<file path="src/hw/rtl/rvs_pkg.sv">
// Shared types and codes for the register value store.
package rvs_pkg;

	// Operation codes carried on the request tuser
	localparam logic OP_READ  = 1'b0;
	localparam logic OP_WRITE = 1'b1;

	// Result status codes
	localparam logic [1:0] STAT_OK        = 2'd0;
	localparam logic [1:0] STAT_NOT_FOUND = 2'd1;
	localparam logic [1:0] STAT_FULL      = 2'd2;

	// Field widths
	localparam int DEV_W   = 16;
	localparam int REG_W   = 8;
	localparam int VAL_W   = 16;
	localparam int COUNT_W = 5;

	// One stored entry: key and value
	typedef struct packed {
		logic [DEV_W-1:0] dev_id;
		logic [REG_W-1:0] reg_id;
		logic [VAL_W-1:0] value;
	} rvs_entry_t;

endpackage

</file>
<file path="src/hw/rtl/rvs_store.sv">
// Entry memory: one write port, one registered read port.
module rvs_store
	import rvs_pkg::*;
#(
	parameter int TABLE_ENTRIES = 16,
	localparam int ADDR_W = (TABLE_ENTRIES > 1) ? $clog2(TABLE_ENTRIES) : 1
) (
	input  logic              clk,
	input  logic              we,
	input  logic [ADDR_W-1:0] waddr,
	input  rvs_entry_t        wdata,
	input  logic              re,
	input  logic [ADDR_W-1:0] raddr,
	output rvs_entry_t        rdata
);

	rvs_entry_t mem [TABLE_ENTRIES];

	// Write one entry
	always_ff @(posedge clk) begin
		if (we) begin
			mem[waddr] <= wdata;
		end
	end

	// Read one entry, hold data until the next read
	always_ff @(posedge clk) begin
		if (re) begin
			rdata <= mem[raddr];
		end
	end

endmodule

</file>
<file path="src/hw/rtl/rvs_ctrl.sv">
// Request sequencer: scans stored entries through one key comparator, then writes the entry for a write request.
module rvs_ctrl
	import rvs_pkg::*;
#(
	parameter int TABLE_ENTRIES = 16,
	localparam int ADDR_W = (TABLE_ENTRIES > 1) ? $clog2(TABLE_ENTRIES) : 1,
	localparam int CNT_W  = $clog2(TABLE_ENTRIES + 1)
) (
	input  logic               clk,
	input  logic               arst_n,
	// request side
	input  logic               in_valid,
	output logic               in_ready,
	input  logic               in_op,
	input  logic [DEV_W-1:0]   in_dev,
	input  logic [REG_W-1:0]   in_reg,
	input  logic [VAL_W-1:0]   in_val,
	// result side
	output logic               out_valid,
	input  logic               out_ready,
	output logic [1:0]         out_status,
	output logic [DEV_W-1:0]   out_dev,
	output logic [REG_W-1:0]   out_reg,
	output logic [VAL_W-1:0]   out_val,
	output logic [COUNT_W-1:0] out_count,
	// entry memory
	output logic               mem_we,
	output logic [ADDR_W-1:0]  mem_waddr,
	output rvs_entry_t         mem_wdata,
	output logic               mem_re,
	output logic [ADDR_W-1:0]  mem_raddr,
	input  rvs_entry_t         mem_rdata
);

	localparam logic [1:0] S_IDLE = 2'd0;
	localparam logic [1:0] S_SCAN = 2'd1;
	localparam logic [1:0] S_OUT  = 2'd2;
	localparam logic [CNT_W-1:0] FULL_CNT = CNT_W'(TABLE_ENTRIES);

	logic [1:0]        state_q;
	logic              op_q;
	logic [DEV_W-1:0]  dev_q;
	logic [REG_W-1:0]  reg_q;
	logic [VAL_W-1:0]  val_q;
	logic [CNT_W-1:0]  cnt_q;
	logic [CNT_W-1:0]  idx_q;
	logic [ADDR_W-1:0] pidx_q;
	logic              cmp_vld_q;

	logic [1:0]        res_status_q;
	logic [DEV_W-1:0]  res_dev_q;
	logic [REG_W-1:0]  res_reg_q;
	logic [VAL_W-1:0]  res_val_q;
	logic [CNT_W-1:0]  res_cnt_q;

	logic              out_valid_q;
	logic [1:0]        out_status_q;
	logic [DEV_W-1:0]  out_dev_q;
	logic [REG_W-1:0]  out_reg_q;
	logic [VAL_W-1:0]  out_val_q;
	logic [CNT_W-1:0]  out_cnt_q;
	logic [CNT_W+COUNT_W-1:0] cnt_ext;

	logic hit;
	logic more;
	logic done;
	logic full;
	logic scan_end;
	logic do_write;
	logic do_insert;
	logic out_free;

	// Shared key comparator on the entry read last cycle
	assign hit  = cmp_vld_q && (mem_rdata.dev_id == dev_q) && (mem_rdata.reg_id == reg_q);
	assign more = (idx_q < cnt_q);
	assign done = hit || !more;
	assign full = (cnt_q == FULL_CNT);

	assign scan_end  = (state_q == S_SCAN) && done;
	assign do_write  = scan_end && (op_q == OP_WRITE) && (hit || !full);
	assign do_insert = do_write && !hit;
	assign out_free  = !out_valid_q || out_ready;

	// Memory access
	assign mem_re      = (state_q == S_SCAN) && !hit && more;
	assign mem_raddr   = idx_q[ADDR_W-1:0];
	assign mem_we      = do_write;
	assign mem_waddr   = hit ? pidx_q : cnt_q[ADDR_W-1:0];
	assign mem_wdata   = '{dev_id: dev_q, reg_id: reg_q, value: val_q};

	assign in_ready = (state_q == S_IDLE);

	// Sequencer and scan pointers
	always_ff @(posedge clk or negedge arst_n) begin
		if (!arst_n) begin
			state_q   <= S_IDLE;
			cnt_q     <= '0;
			idx_q     <= '0;
			cmp_vld_q <= 1'b0;
		end else begin
			case (state_q)
				S_IDLE: begin
					idx_q     <= '0;
					cmp_vld_q <= 1'b0;
					if (in_valid) begin
						state_q <= S_SCAN;
					end
				end
				S_SCAN: begin
					if (done) begin
						cmp_vld_q <= 1'b0;
						state_q   <= S_OUT;
						if (do_insert) begin
							cnt_q <= cnt_q + CNT_W'(1);
						end
					end else begin
						idx_q     <= idx_q + CNT_W'(1);
						cmp_vld_q <= 1'b1;
					end
				end
				S_OUT: begin
					if (out_free) begin
						state_q <= S_IDLE;
					end
				end
				default: begin
					state_q <= S_IDLE;
				end
			endcase
		end
	end

	// Capture request and track the address of the entry in flight
	always_ff @(posedge clk) begin
		if (in_ready && in_valid) begin
			op_q  <= in_op;
			dev_q <= in_dev;
			reg_q <= in_reg;
			val_q <= in_val;
		end
		if (mem_re) begin
			pidx_q <= idx_q[ADDR_W-1:0];
		end
	end

	// Build the result at the end of the scan
	always_ff @(posedge clk) begin
		if (scan_end) begin
			res_cnt_q <= do_insert ? cnt_q + CNT_W'(1) : cnt_q;
			if (op_q == OP_READ) begin
				if (hit) begin
					res_status_q <= STAT_OK;
					res_dev_q    <= mem_rdata.dev_id;
					res_reg_q    <= mem_rdata.reg_id;
					res_val_q    <= mem_rdata.value;
				end else begin
					res_status_q <= STAT_NOT_FOUND;
					res_dev_q    <= '0;
					res_reg_q    <= '0;
					res_val_q    <= '0;
				end
			end else if (do_write) begin
				res_status_q <= STAT_OK;
				res_dev_q    <= dev_q;
				res_reg_q    <= reg_q;
				res_val_q    <= val_q;
			end else begin
				res_status_q <= STAT_FULL;
				res_dev_q    <= '0;
				res_reg_q    <= '0;
				res_val_q    <= '0;
			end
		end
	end

	// Output register: drop on take, load when free
	always_ff @(posedge clk or negedge arst_n) begin
		if (!arst_n) begin
			out_valid_q <= 1'b0;
		end else if (state_q == S_OUT && out_free) begin
			out_valid_q <= 1'b1;
		end else if (out_ready) begin
			out_valid_q <= 1'b0;
		end
	end

	always_ff @(posedge clk) begin
		if (state_q == S_OUT && out_free) begin
			out_status_q <= res_status_q;
			out_dev_q    <= res_dev_q;
			out_reg_q    <= res_reg_q;
			out_val_q    <= res_val_q;
			out_cnt_q    <= res_cnt_q;
		end
	end

	// Count reported modulo the field width
	assign cnt_ext = {{COUNT_W{1'b0}}, out_cnt_q};

	assign out_valid  = out_valid_q;
	assign out_status = out_status_q;
	assign out_dev    = out_dev_q;
	assign out_reg    = out_reg_q;
	assign out_val    = out_val_q;
	assign out_count  = cnt_ext[COUNT_W-1:0];

endmodule

</file>
<file path="src/hw/rtl/register_value_store_top.sv">
// Register value store: keyed table of 16-bit values with read and write requests.
//
// Usage:
//   Requests enter on the s_axis channel. s_axis_tuser selects read (0) or
//   write (1); s_axis_tdata carries device number, register number and value.
//   Every request gives exactly one result on the m_axis channel with a status
//   in m_axis_tuser and the entry plus the stored-entry count in m_axis_tdata.
//   Entries are never removed; a write of a new key fills the next free slot,
//   and a write of a new key to a full table reports table full.
// Timing:
//   The block takes one request at a time. A request scans the stored entries
//   through one memory read port and one key comparator, one entry a cycle;
//   a hit ends the scan early. s_axis_tready is low from acceptance until the
//   result is loaded, so the next request is taken only after that load.
// Reset and stall:
//   arst_n empties the table. A result waits in the output register while the
//   receiver holds m_axis_tready low; the next request may be taken and
//   scanned, and its result is held until the register frees up.
module register_value_store_top
	import rvs_pkg::*;
#(
	parameter int TABLE_ENTRIES = 16
) (
	input  logic        clk,
	input  logic        arst_n,
	input  logic        s_axis_tvalid,
	output logic        s_axis_tready,
	input  logic [39:0] s_axis_tdata,  // device_id[15:0], reg_id[23:16], write_value[39:24]
	input  logic        s_axis_tuser,  // op[0]
	output logic        m_axis_tvalid,
	input  logic        m_axis_tready,
	output logic [47:0] m_axis_tdata,  // out_device_id[15:0], out_reg_id[23:16],
	                                   // out_value[39:24], entry_count[44:40], zero[47:45]
	output logic [1:0]  m_axis_tuser   // status[1:0]
);

	localparam int ADDR_W = (TABLE_ENTRIES > 1) ? $clog2(TABLE_ENTRIES) : 1;

	logic               mem_we;
	logic [ADDR_W-1:0]  mem_waddr;
	rvs_entry_t         mem_wdata;
	logic               mem_re;
	logic [ADDR_W-1:0]  mem_raddr;
	rvs_entry_t         mem_rdata;

	logic [DEV_W-1:0]   res_dev;
	logic [REG_W-1:0]   res_reg;
	logic [VAL_W-1:0]   res_val;
	logic [COUNT_W-1:0] res_count;

	rvs_ctrl #(
		.TABLE_ENTRIES(TABLE_ENTRIES)
	) u_ctrl (
		.clk        (clk),
		.arst_n     (arst_n),
		.in_valid   (s_axis_tvalid),
		.in_ready   (s_axis_tready),
		.in_op      (s_axis_tuser),
		.in_dev     (s_axis_tdata[15:0]),
		.in_reg     (s_axis_tdata[23:16]),
		.in_val     (s_axis_tdata[39:24]),
		.out_valid  (m_axis_tvalid),
		.out_ready  (m_axis_tready),
		.out_status (m_axis_tuser),
		.out_dev    (res_dev),
		.out_reg    (res_reg),
		.out_val    (res_val),
		.out_count  (res_count),
		.mem_we     (mem_we),
		.mem_waddr  (mem_waddr),
		.mem_wdata  (mem_wdata),
		.mem_re     (mem_re),
		.mem_raddr  (mem_raddr),
		.mem_rdata  (mem_rdata)
	);

	rvs_store #(
		.TABLE_ENTRIES(TABLE_ENTRIES)
	) u_store (
		.clk   (clk),
		.we    (mem_we),
		.waddr (mem_waddr),
		.wdata (mem_wdata),
		.re    (mem_re),
		.raddr (mem_raddr),
		.rdata (mem_rdata)
	);

	// Pack the result fields, padded to whole bytes
	assign m_axis_tdata = {3'b000, res_count, res_val, res_reg, res_dev};

endmodule

</file>
<file path="config.mk">
export PLATFORM = sky130hd
export DESIGN_NAME = register_value_store_top
export DESIGN_NICKNAME = d
export VERILOG_FILES = /design/src/hw/rtl/rvs_pkg.sv /design/src/hw/rtl/rvs_store.sv /design/src/hw/rtl/rvs_ctrl.sv /design/src/hw/rtl/register_value_store_top.sv
export SDC_FILE = /design/constraint.sdc
export NUM_CORES = 1
export LEC_CHECK = 0
export BUFFER_PORTS_ARGS = -buffer_cell sky130_fd_sc_hd__buf_2
export CAP_MARGIN = 15
export CORE_MARGIN = 2
export CORE_UTILIZATION = 44
export CTS_BUF_LIST = sky130_fd_sc_hd__clkbuf_4 sky130_fd_sc_hd__clkbuf_8 sky130_fd_sc_hd__clkbuf_16
export CTS_CLUSTER_SIZE = 10
export DETAILED_ROUTE_END_ITERATION = 7
export HOLD_SLACK_MARGIN = 0.08
export PLACE_DENSITY = 0.66
export SYNTH_ARGS = -nofsm -noshare
export SYNTH_HDL_FRONTEND = slang
export SYNTH_SLANG_ARGS = --single-unit
</file>
<file path="constraint.sdc">
create_clock -name clk -period 7.5 [get_ports clk]
set_input_delay 0.75 -clock clk [delete_from_list [all_inputs] [get_ports clk]]
set_output_delay 0.75 -clock clk [all_outputs]
set_load 0.03 [all_outputs]
</file>
# Word level (Yosys, flattened, before mapping)
# Memory sizes are Yosys's and may differ from the RTL's. A register that Yosys moved wholly into a read port is not among the register bits.
# Index checks and enable logic that the tools add are counted.
[word_totals]
regBits = 153
latchBits = 0
ramBits = 640
rom_bits = 0
output_inout_bits = 52
memories = 1
[classes]
add_sub_neg = 2
multipliers = 0
div_mod_pow = 0
magnitude_cmp = 1
eq_ne = 9
shift = 0
mux = 26
bitwise_logic = 0
n_reduce_logical = 23
[memory_table]
columns = ["memory", "words", "word_bits", "rd", "rd_clocked_by_memory_dff", "wr", "line", "rtl"]
rows = [
  ["u_store.mem", 16, 40, 1, 1, 1, "rvs_store.sv:17", "rvs_entry_t mem [TABLE_ENTRIES];"],
]
[ops]
columns = ["op", "count"]
rows = [
  ["2-to-1 mux 16 bit", 6],
  ["2-to-1 mux 8 bit", 3],
  ["equality test 16 bit", 1],
  ["adder 5 x 1 -> 5 bit (second input constant)", 2],
  ["logical AND 1 bit", 10],
  ["2-to-1 mux 2 bit", 5],
  ["2-to-1 mux 5 bit", 2],
  ["one-hot mux 5 bit (2 select lines)", 1],
  ["equality test 8 bit", 1],
  ["2-to-1 mux 1 bit", 6],
  ["one-hot mux 2 bit (3 select lines)", 1],
  ["equality test 5 bit (second input constant)", 1],
  ["less-than comparator 5 bit", 1],
  ["zero test 1 bit", 4],
  ["2-to-1 mux 4 bit", 1],
  ["!= test 2 x 1 -> 1 bit (second input constant)", 2],
  ["!= test 2 bit (second input constant)", 2],
  ["AND reduction 2 bit", 2],
  ["nonzero test 2 bit", 2],
  ["logical OR 1 bit", 3],
  ["AND reduction 3 bit", 1],
  ["equality test 2 x 1 -> 1 bit (second input constant)", 1],
  ["equality test 2 bit (second input constant)", 1],
  ["zero test 2 bit", 1],
  ["one-hot mux 1 bit (2 select lines)", 1],
]

# Longest topological paths before layout
# Gate-level depths: netlist (run 1).
[logic_depth]
word_depth = 9
ltp_mapped = 10
mapped_depth_nobuf = 7

# Modules after synthesis
# Synthesis (run 1) repeated with hierarchy kept, for this count alone.
[hier_totals]
hier_cells = 1387
hier_area_um2 = 31557.8
[modules_own_cells]
columns = ["mod", "n_inst", "cells_per_inst", "area_each_um2", "seq_area_each_um2"]
rows = [
  ["rvs_store", 1, 1040, 25532.0, 20419.6],
  ["rvs_ctrl", 1, 343, 5999.5, 4524.3],
  ["register_value_store_top", 1, 4, 26.3, 0.0],
]

# Least setup slack after synthesis (run 1)
# No wires, ideal clock.
[synth_timing]
path_kind = "register to register"
startpoint = "register u_ctrl.dev_q[10]"
endpoint = "memory u_store.mem[10][0] in the netlist's numbering, enable pin"
setup_time_ns = 0.552
t_arrival_ns = 5.955
t_required_ns = 6.948
path_slack_ns = 0.993
path_stages_with_launch = 8
n_path_buf = 1
period_less_slack_ns = 6.507
path_cell_list = "edfxtp_1 xnor2_1 nand4_1 nor4_4 nand2_4 o21a_1 buf_6 nor4b_1"
[synth_between]
elab_chain_len = 9
word_cells_on_any_way = 11
cone_classes = "1 x eq/ne; 3 x mux; 7 x reduce/logical"
[synth_lines]
columns = ["element", "line", "rtl"]
rows = [
  ["start, declared", "rvs_ctrl.sv:42", "logic [DEV_W-1:0] dev_q;"],
  ["start signal, assigned", "rvs_ctrl.sv:137", "dev_q <= in_dev;"],
  ["equality test 16 bit *", "rvs_ctrl.sv:74", "assign hit = cmp_vld_q && (mem_rdata.dev_id == dev_q) && (mem_rdata.reg_id == reg_q);"],
  ["logical AND 1 bit * (2 in series)", "rvs_ctrl.sv:74", ""],
  ["logical OR 1 bit", "rvs_ctrl.sv:76", "assign done = hit || !more;"],
  ["logical AND 1 bit", "rvs_ctrl.sv:79", "assign scan_end = (state_q == S_SCAN) && done;"],
  ["logical AND 1 bit (2 in series)", "rvs_ctrl.sv:80", "assign do_write = scan_end && (op_q == OP_WRITE) && (hit || !full);"],
  ["2-to-1 mux 1 bit", "rvs_store.sv:21", "if (we) begin"],
  ["2-to-1 mux 1 bit (not written as such)", "rvs_store.sv:22", "mem[waddr] <= wdata;"],
  ["end, declared", "rvs_store.sv:17", ""],
]
# Mark *: on every way between the ends. The rest lies on a longest branch, timed or not.

# Worst setup path after layout (run 1)
[layout_timing]
startpoint = "register u_ctrl.reg_q[1]"
endpoint = "memory u_store.mem[2][13] in the netlist's numbering, enable pin"
[layout_between]
elab_chain_len = 8
word_cells_on_any_way = 10
cone_classes = "1 x eq/ne; 3 x mux; 6 x reduce/logical"
[layout_lines]
columns = ["element", "line", "rtl"]
rows = [
  ["start, declared", "rvs_ctrl.sv:43", "logic [REG_W-1:0] reg_q;"],
  ["start signal, assigned", "rvs_ctrl.sv:138", "reg_q <= in_reg;"],
  ["equality test 8 bit *", "rvs_ctrl.sv:74", ""],
  ["logical AND 1 bit *", "rvs_ctrl.sv:74", ""],
  ["logical OR 1 bit", "rvs_ctrl.sv:76", ""],
  ["logical AND 1 bit", "rvs_ctrl.sv:79", ""],
  ["logical AND 1 bit (2 in series)", "rvs_ctrl.sv:80", ""],
  ["2-to-1 mux 1 bit", "rvs_store.sv:21", ""],
  ["2-to-1 mux 1 bit (not written as such)", "rvs_store.sv:22", ""],
]
# Marks and branches as above.

==> results of run 1 <==
-- area by class of cell --
class	instances	area (sq um)	share of cell area [%]
timing repair buffer	132	773	2.14
tap	950	1190	3.29
inverter	5	18.8	0.0520
clock inverter	11	138	0.381
clock buffer	117	2540	7.04
multi-input combinational	678	6500	18.0
sequential	833	25000	69.1
-- metal layers --
| metal | track usage, % | vias up |
|---|---|---|
| li1 | - | 6826 |
| met1 | 27.3 | 8272 |
| met2 | 29.8 | 645 |
| met3 | 3.24 | 96 |
| met4 | 5.74 | 0 |
| met5 | 0 | - |
-- worst paths after layout --
check	from	endpoint	slack [ns]	depth (start not counted)
max in group asynchronous	arst_n	u_ctrl.idx_q[0]	6.66	2
worst max register to register	u_ctrl.reg_q[1]	u_store.mem[2][13]	3.33	7
worst max-delay path	u_ctrl.reg_q[1]	u_store.mem[2][13]	3.33	7
worst min-delay path	s_axis_tdata[32]	u_ctrl.val_q[8]	0.28	1
worst min register to register	u_ctrl.res_val_q[6]	u_ctrl.out_val[6]	0.42	0
min in group asynchronous	arst_n	u_ctrl.idx_q[4]	0.55	2
-- what timing repair did --
item,4_1_cts,5_1_grt
endpoints found under the hold margin,14,0
setup buffers,0,0
hold buffers,1,0
-- power groups by stage --
stage | sequential (mW) | clock, mW | combinational (mW)
3_3_place_gp | 6.38 | 0 | 1.93
3_5_place_dp | 6.41 | 0 | 1.96
2_1_floorplan | 6.32 | 0 | 1.32
4_1_cts | 6.32 | 4.15 | 1.97
6_report | 6.32 | 4.08 | 1.95
5_1_grt | 6.38 | 4.34 | 2.07
-- synth_stat cells, drive strengths merged, types with 2 or more instances --
| cell | n |
|---|---|
| inv | 5 |
| nor4b | 5 |
| mux4 | 80 |
| xnor2 | 32 |
| ha | 7 |
| nand4 | 8 |
| clkbuf | 44 |
| nor2 | 9 |
| mux2 | 45 |
| nor3 | 3 |
| nand2b | 6 |
| mux2i | 124 |
| a31oi | 4 |
| nor2b | 3 |
| o211ai | 2 |
| dfrtp | 14 |
| edfxtp | 819 |
| and4b | 2 |
| a22o | 40 |
| nor4 | 13 |
| a22oi | 40 |
| a21oi | 49 |
| and2 | 4 |
| nand3 | 7 |
| buf | 44 |
| o21ai | 84 |
| nor3b | 2 |
| nand2 | 59 |
| a221oi | 40 |
-- kinds of logic after synthesis --
family                   synth area share, %
buffers and inverters                   1.32
XOR/XNOR                               0.884
adder cells (fa/ha/maj)                0.276
AND/OR/NAND/NOR                         2.04
multiplexers                            11.2
flip-flops                              78.7
AO/OA/AOI/OAI                           5.54
other                                 0.0118
-- stage by stage --
stage / total power [mW] / worst slack [ns]
after floorplan: 7.64 / 0.993
after global placement: 8.31 / 3.49
after detailed placement: 8.37 / 3.37
after CTS: 12.4 / 3.37
after global routing: 12.8 / 3.17
final: 12.3 / 3.33
==> key figures, run 1 <==
Status
  • Status: finished clean

Setup path
  • Kind of end point of the critical path: register
  • Startpoint Class: register
  • CP required: 7.75 ns
  • Crit Path Category: register to register
  • Arrival @ worst endpoint: 4.42 ns
  • Worst Path Max Fanout: 40
  • Cell Chain, Critical Path: xnor2_1 > nand4_1 > nor4_4 > nand2_4 > o21a_1 > nor4_2 > buf_4
  • Largest stage delay, worst path: 0.74 ns
  • Crit-path leading delay family: simple AND/OR/NAND/NOR gates
  • CP max-delay cell: buf_4
  • Buf+Inv Stages, Crit Path: 1

Synthesis
  • Synth Register Bits: 833
  • Cells after Synth: 1,602
  • Ys async rst share: 1.68%
  • Top_reg_cell synth: edfxtp_1
  • Part of the Yosys area used for sequential elements: 78.7%
  • Top cells by area, synth: edfxtp_1 78%, mux4_2 5.7%, mux2i_1 3.9%
  • Syn Area/Cell: 19.8 sq um
  • Post-synthesis cell area: 0.0317 sq mm
  • Warnings, synthesis: 0
  • Yosys top cell area share: 77.6%
  • Count of cell types in the netlist: 49
  • Post-synth EDFFs: 819
  • Cell taking the most area after synthesis: edfxtp_1

Pwr
  • Switching part of the total: 26.8%
  • Gate power share: 15.8%
  • Net Switching: 3.31 mW
  • VDD IR max: 0.000230 V
  • Clock power frac: 33.0%
  • Pwr dens: 342 mW/mm^2
  • Sequential power share: 51.2%
  • Internal: 9.03 mW
  • Pleak: 11.6 nW

Placed design
  • Placed Area: 0.0334 sq mm
  • Post-Place Cells: 2,597
  • DPL Wire Length: 34,700 um
  • # port buffers: 93
  • GP Congestion: 0.775

Clock tree
  • TritonCTS clock tree: yes
  • Clk sinks: 833
  • H-tree levels: 3
  • CTS root buf: clkbuf_16
  • Longest Clk Path Bufs: 3
  • Worst skew pair latency: 0.64 ns
  • Number of buffers created by CTS: 94
  • Post-CTS Resized: 0
  • Clock-pin slew on the worst setup and hold paths: 0.05 ns

Final layout
  • Most frequent cells in the layout: 819 x edfxtp_1, 123 x mux2i_1, 95 x clkbuf_16
  • Layout net count: 1,796
  • Most flops, register: u_store.mem
  • Layout cells sized above 1: 23.4%
  • Final Util: 50.6%
  • Layout Cells excl Fill: 2,726
  • Largest regs: u_store.mem: 640 flops, u_store.rdata: 40 flops
  • Commonest non-fill, non-tap cell in the layout: edfxtp_1
  • Antenna cells: 0
  • Final Cell Area: 0.0361 sq mm
  • Area Overhead vs Synth: 13.9%
  • FILL cells: 5,649
  • Max reg flops: 640

Floorplan
  • Die ar.: 0.0742 sq mm
  • Starting Density: 44.4%
  • Core ar.: 0.0714 sq mm
  • Die height: 272 um
  • Rows: 98
  • I/O pin count: 97
  • DIE WIDTH: 272 um

Run
  • Maxcap violations: 0

Timing
  • Setup TNS: 0 ns
  • Slew @ Worst Pin: 1.22 ns
  • Clk_skew: 0.0265 ns
  • RSZ-0062 raised after global routing: false
  • Hold Fails Final Rpt: 0
  • Fmax: 240 MHz
  • Slew headroom: 16.2%
  • Min cycle time layout: 4.17 ns
  • Hold_ws: 0.280 ns
  • Max-slew violation count: 0
  • Final setup fails: 0
  • Tcrit/Tclk final: 55.6%

GRT
  • First-pass GRT wire length: 103,000 um
  • Largest net degree at the start of global routing: 115
  • Vias in the first global route: 15,800
  • Initial antenna violation count: 0
  • Gr usage total: 18.9%
  • Total grt overflow: 0

Worst hold path
  • HP Class: input port to register

Route
  • Vias: 15,800
  • DRT met1 WL: 30,500 um
  • Final ANT Viol Nets: 0
  • Highest metal used: met4
  • DRT iter0 DRCs: 1,683
  • Routed length on met3: 5120 um
  • Metal2 WL: 33,600 um
  • Total routed wirelength: 70,700 um
  • Routed wire per std cell: 25.9 um
  • DRC viols: 0
  • Vias/cell: 5.81
  • DRT Pass-1 Iters: 5
(Power assumes the default switching activity.)
==> run 2, diff against run 1 <==
--- a/config.mk
+++ b/config.mk
@@ -5,6 +5,7 @@
 export SDC_FILE = /design/constraint.sdc
 export NUM_CORES = 1
 export LEC_CHECK = 0
+export ABC_AREA = 1
 export BUFFER_PORTS_ARGS = -buffer_cell sky130_fd_sc_hd__buf_2
 export CAP_MARGIN = 15
 export CORE_MARGIN = 2
==> constraint.sdc (replaced) <==
create_clock -name clk -period 3.9 [get_ports clk]
set_input_delay 0.39 -clock clk [delete_from_list [all_inputs] [get_ports clk]]
set_output_delay 0.39 -clock clk [all_outputs]
set_load 0.03 [all_outputs]
==> run 2 against run 1 <==
Power grew 99%. Global-route usage rose by 3.7 points. Sequential cell count stayed put. Via count grew 30%. Sequential share of layout area is 2.3 points lower. Die area rose by 1.4%. Fmax grew 8.3%. First-iteration DRC count up 60%. Highest routed layer unchanged.
==> key figures, run 2 <==
Final layout
  • Layout cells sized above 1: 13.5%
  • Max reg flops: 640
  • Antenna cells: 0
  • Largest regs: u_store.mem: 640 flops, u_store.rdata: 40 flops
  • Area Overhead vs Synth: 16.3%
  • Final Cell Area: 0.0374 sq mm
  • Commonest non-fill, non-tap cell in the layout: edfxtp_1
  • FILL cells: 6,028
  • Most frequent cells in the layout: 819 x edfxtp_1, 473 x nand2_1, 229 x o21ai_0
  • Layout net count: 2,639
  • Layout Cells excl Fill: 3,574
  • Final Util: 51.5%
  • Most flops, register: u_store.mem

GRT
  • Largest net degree at the start of global routing: 225
  • Gr usage total: 22.6%
  • Total grt overflow: 0
  • Vias in the first global route: 19,800
  • First-pass GRT wire length: 125,000 um
  • Initial antenna violation count: 0

Clock tree
  • TritonCTS clock tree: yes
  • Worst skew pair latency: 0.65 ns
  • Number of buffers created by CTS: 94
  • CTS root buf: clkbuf_16
  • H-tree levels: 3
  • Clk sinks: 833
  • Clock-pin slew on the worst setup and hold paths: 0.06 ns
  • Longest Clk Path Bufs: 3

Synthesis
  • Syn Area/Cell: 13.5 sq um
  • Cell taking the most area after synthesis: edfxtp_1
  • Most frequent cell after synthesis: edfxtp_1
  • Synth cell count leaders: 819 x edfxtp_1, 474 x nand2_1, 229 x o21ai_0
  • Count of cell types in the netlist: 31
  • Synth Register Bits: 833
  • Part of the Yosys area used for sequential elements: 77.6%
  • Top_reg_cell synth: edfxtp_1
  • Post-synthesis cell area: 0.0321 sq mm
  • Ys async rst share: 1.68%
  • Cells after Synth: 2,389
  • Post-synth EDFFs: 819
  • Top cells by area, synth: edfxtp_1 77%, nand2_1 5.5%, o21ai_0 3.6%
  • Warnings, synthesis: 0
  • Yosys top cell area share: 76.5%

Floorplan
  • Die ar.: 0.0752 sq mm
  • Rows: 99
  • Core ar.: 0.0726 sq mm
  • DIE WIDTH: 274 um
  • Starting Density: 44.3%
  • Die height: 274 um
  • I/O pin count: 97

Timing
  • Max-slew violation count: 0
  • Min cycle time layout: 3.85 ns
  • Tcrit/Tclk final: 98.7%
  • Hold_ws: 0.188 ns
  • RSZ-0062 raised after global routing: true
  • Final worst setup slack: 0.0493 ns
  • Slew headroom: 17.0%
  • Clk_skew: 0.0300 ns
  • Setup TNS: 0 ns
  • Final setup fails: 0
  • Fmax: 260 MHz
  • Hold Fails Final Rpt: 0
  • Slew @ Worst Pin: 1.24 ns

Placed design
  • GP Congestion: 0.918
  • DPL Wire Length: 47,400 um
  • # port buffers: 93
  • Pre-CTS WS: 0.101 ns
  • Post-Place Cells: 3,396
  • Placed Area: 0.0342 sq mm

Worst hold path
  • HP Class: input port to asynchronous set/reset pin

Setup path
  • Buf+Inv Stages, Crit Path: 1
  • CP max-delay cell: nor2_2
  • CP dominant cell by count: nand2_1
  • Startpoint Class: register
  • Cell Chain, Critical Path: inv_1 > nand2_1 > nand2_1 > nor2_1 > nand3_1 > nor2_2 > nand3_4 > nand2_1 > nand2_1 > nor2_4 > nand2_1 > nor2_2
  • CP required: 4.14 ns
  • Worst Path Max Fanout: 19
  • Kind of end point of the critical path: register
  • Crit-path leading delay family: simple AND/OR/NAND/NOR gates
  • Arrival @ worst endpoint: 4.09 ns
  • Crit Path Category: register to register
  • Largest stage delay, worst path: 1.09 ns

Pwr
  • Pwr dens: 656 mW/mm^2
  • Pleak: 13.1 nW
  • VDD IR max: 0.000624 V
  • Final Total Pwr: 24.5 mW

Route
  • DRT Pass-1 Iters: 6
  • DRC viols: 0
  • DRT iter0 DRCs: 2,695
  • Final ANT Viol Nets: 0
  • Vias/cell: 5.74
  • Vias: 20,500
  • Routed wire per std cell: 24.1 um
  • Total routed wirelength: 86,100 um

Run
  • Maxcap violations: 0

Status
  • Status: finished clean
==> run 2: cell count changes after synthesis, moves of 75 or more <==
cell      delta
nand2_1    +416
mux4_2      -80
mux2i_1    -123
o21ai_0    +146
clkbuf_1    +75
nor2_1     +219
nand3_1    +100
==> run 2: worst paths after layout <==
kind / slack (ns) / start / end / cells after the start
worst min register to register: 0.41 / u_ctrl.res_reg_q[3] / u_ctrl.out_reg[3] / 0
worst max-delay path: 0.05 / u_ctrl.dev_q[10] / u_store.mem[1][36] / 12
max in group asynchronous: 3.41 / arst_n / u_ctrl.idx_q[0] / 2
min in group clk: 0.41 / u_ctrl.res_reg_q[3] / u_ctrl.out_reg[3] / 0
worst min-delay path: 0.19 / arst_n / u_ctrl.cnt_q[0] / 2
worst max register to register: 0.05 / u_ctrl.dev_q[10] / u_store.mem[1][36] / 12
==> run 2: per-layer routing <==
metal / up-vias / track usage (%) / wire (um)
li1: 9126 / - / -
met1: 10100 / 31.2 / 34800
met2: 1102 / 35.0 / 39500
met3: 174 / 5.50 / 9030
met4: 0 / 8.41 / 2720
met5: - / 0 / 0
==> run 2: final cells by class <==
type | instances | area, sq um | area share [%]
clock buffers | 117 | 2580 | 6.90
inverters | 82 | 317 | 0.847
clock inverters | 7 | 52.6 | 0.141
multi-input cells | 1347 | 6540 | 17.5
repair buffers | 229 | 1740 | 4.65
flip-flops and latches | 833 | 25000 | 66.8
well taps | 959 | 1200 | 3.21
==> run 2: where the power goes <==
group	switching (mW)	internal (mW)	total, mW	leakage, nW
Clock	3.22	4.57	7.79	1.32
Sequential	0.476	11.2	11.7	7.60
Combinational	3.78	1.25	5.03	4.16
==> run 2: cells by family after synthesis <==
group	count (synthesis)	synth area share (%)
simple gates	858	10.9
flops	833	77.6
compound gates	463	8.33
buf+inv	216	2.63
xor+xnor	11	0.300
fa+ha+maj	7	0.272
other cells	1	0.0117
==> run 2: worst register-to-register path, cell delays in order (launching register included) <==
cell and delay, ns:
edfxtp_1 0.69, inv_1 0.11, nand2_1 0.07, nand2_1 0.08, nor2_1 0.13, nand3_1 0.13
nor2_2 0.18, nand3_4 0.16, nand2_1 0.10, nand2_1 0.10, nor2_4 0.15, nand2_1 0.46
nor2_2 1.09
==> run 2: repair_timing <==
item / in CTS / in global routing
hold endpoints to repair: 58 / 0
resized for setup: 0 / 7
setup endpoints to repair: 0 / 91
hold buffers: 44 / 0
setup buffers: 0 / 4
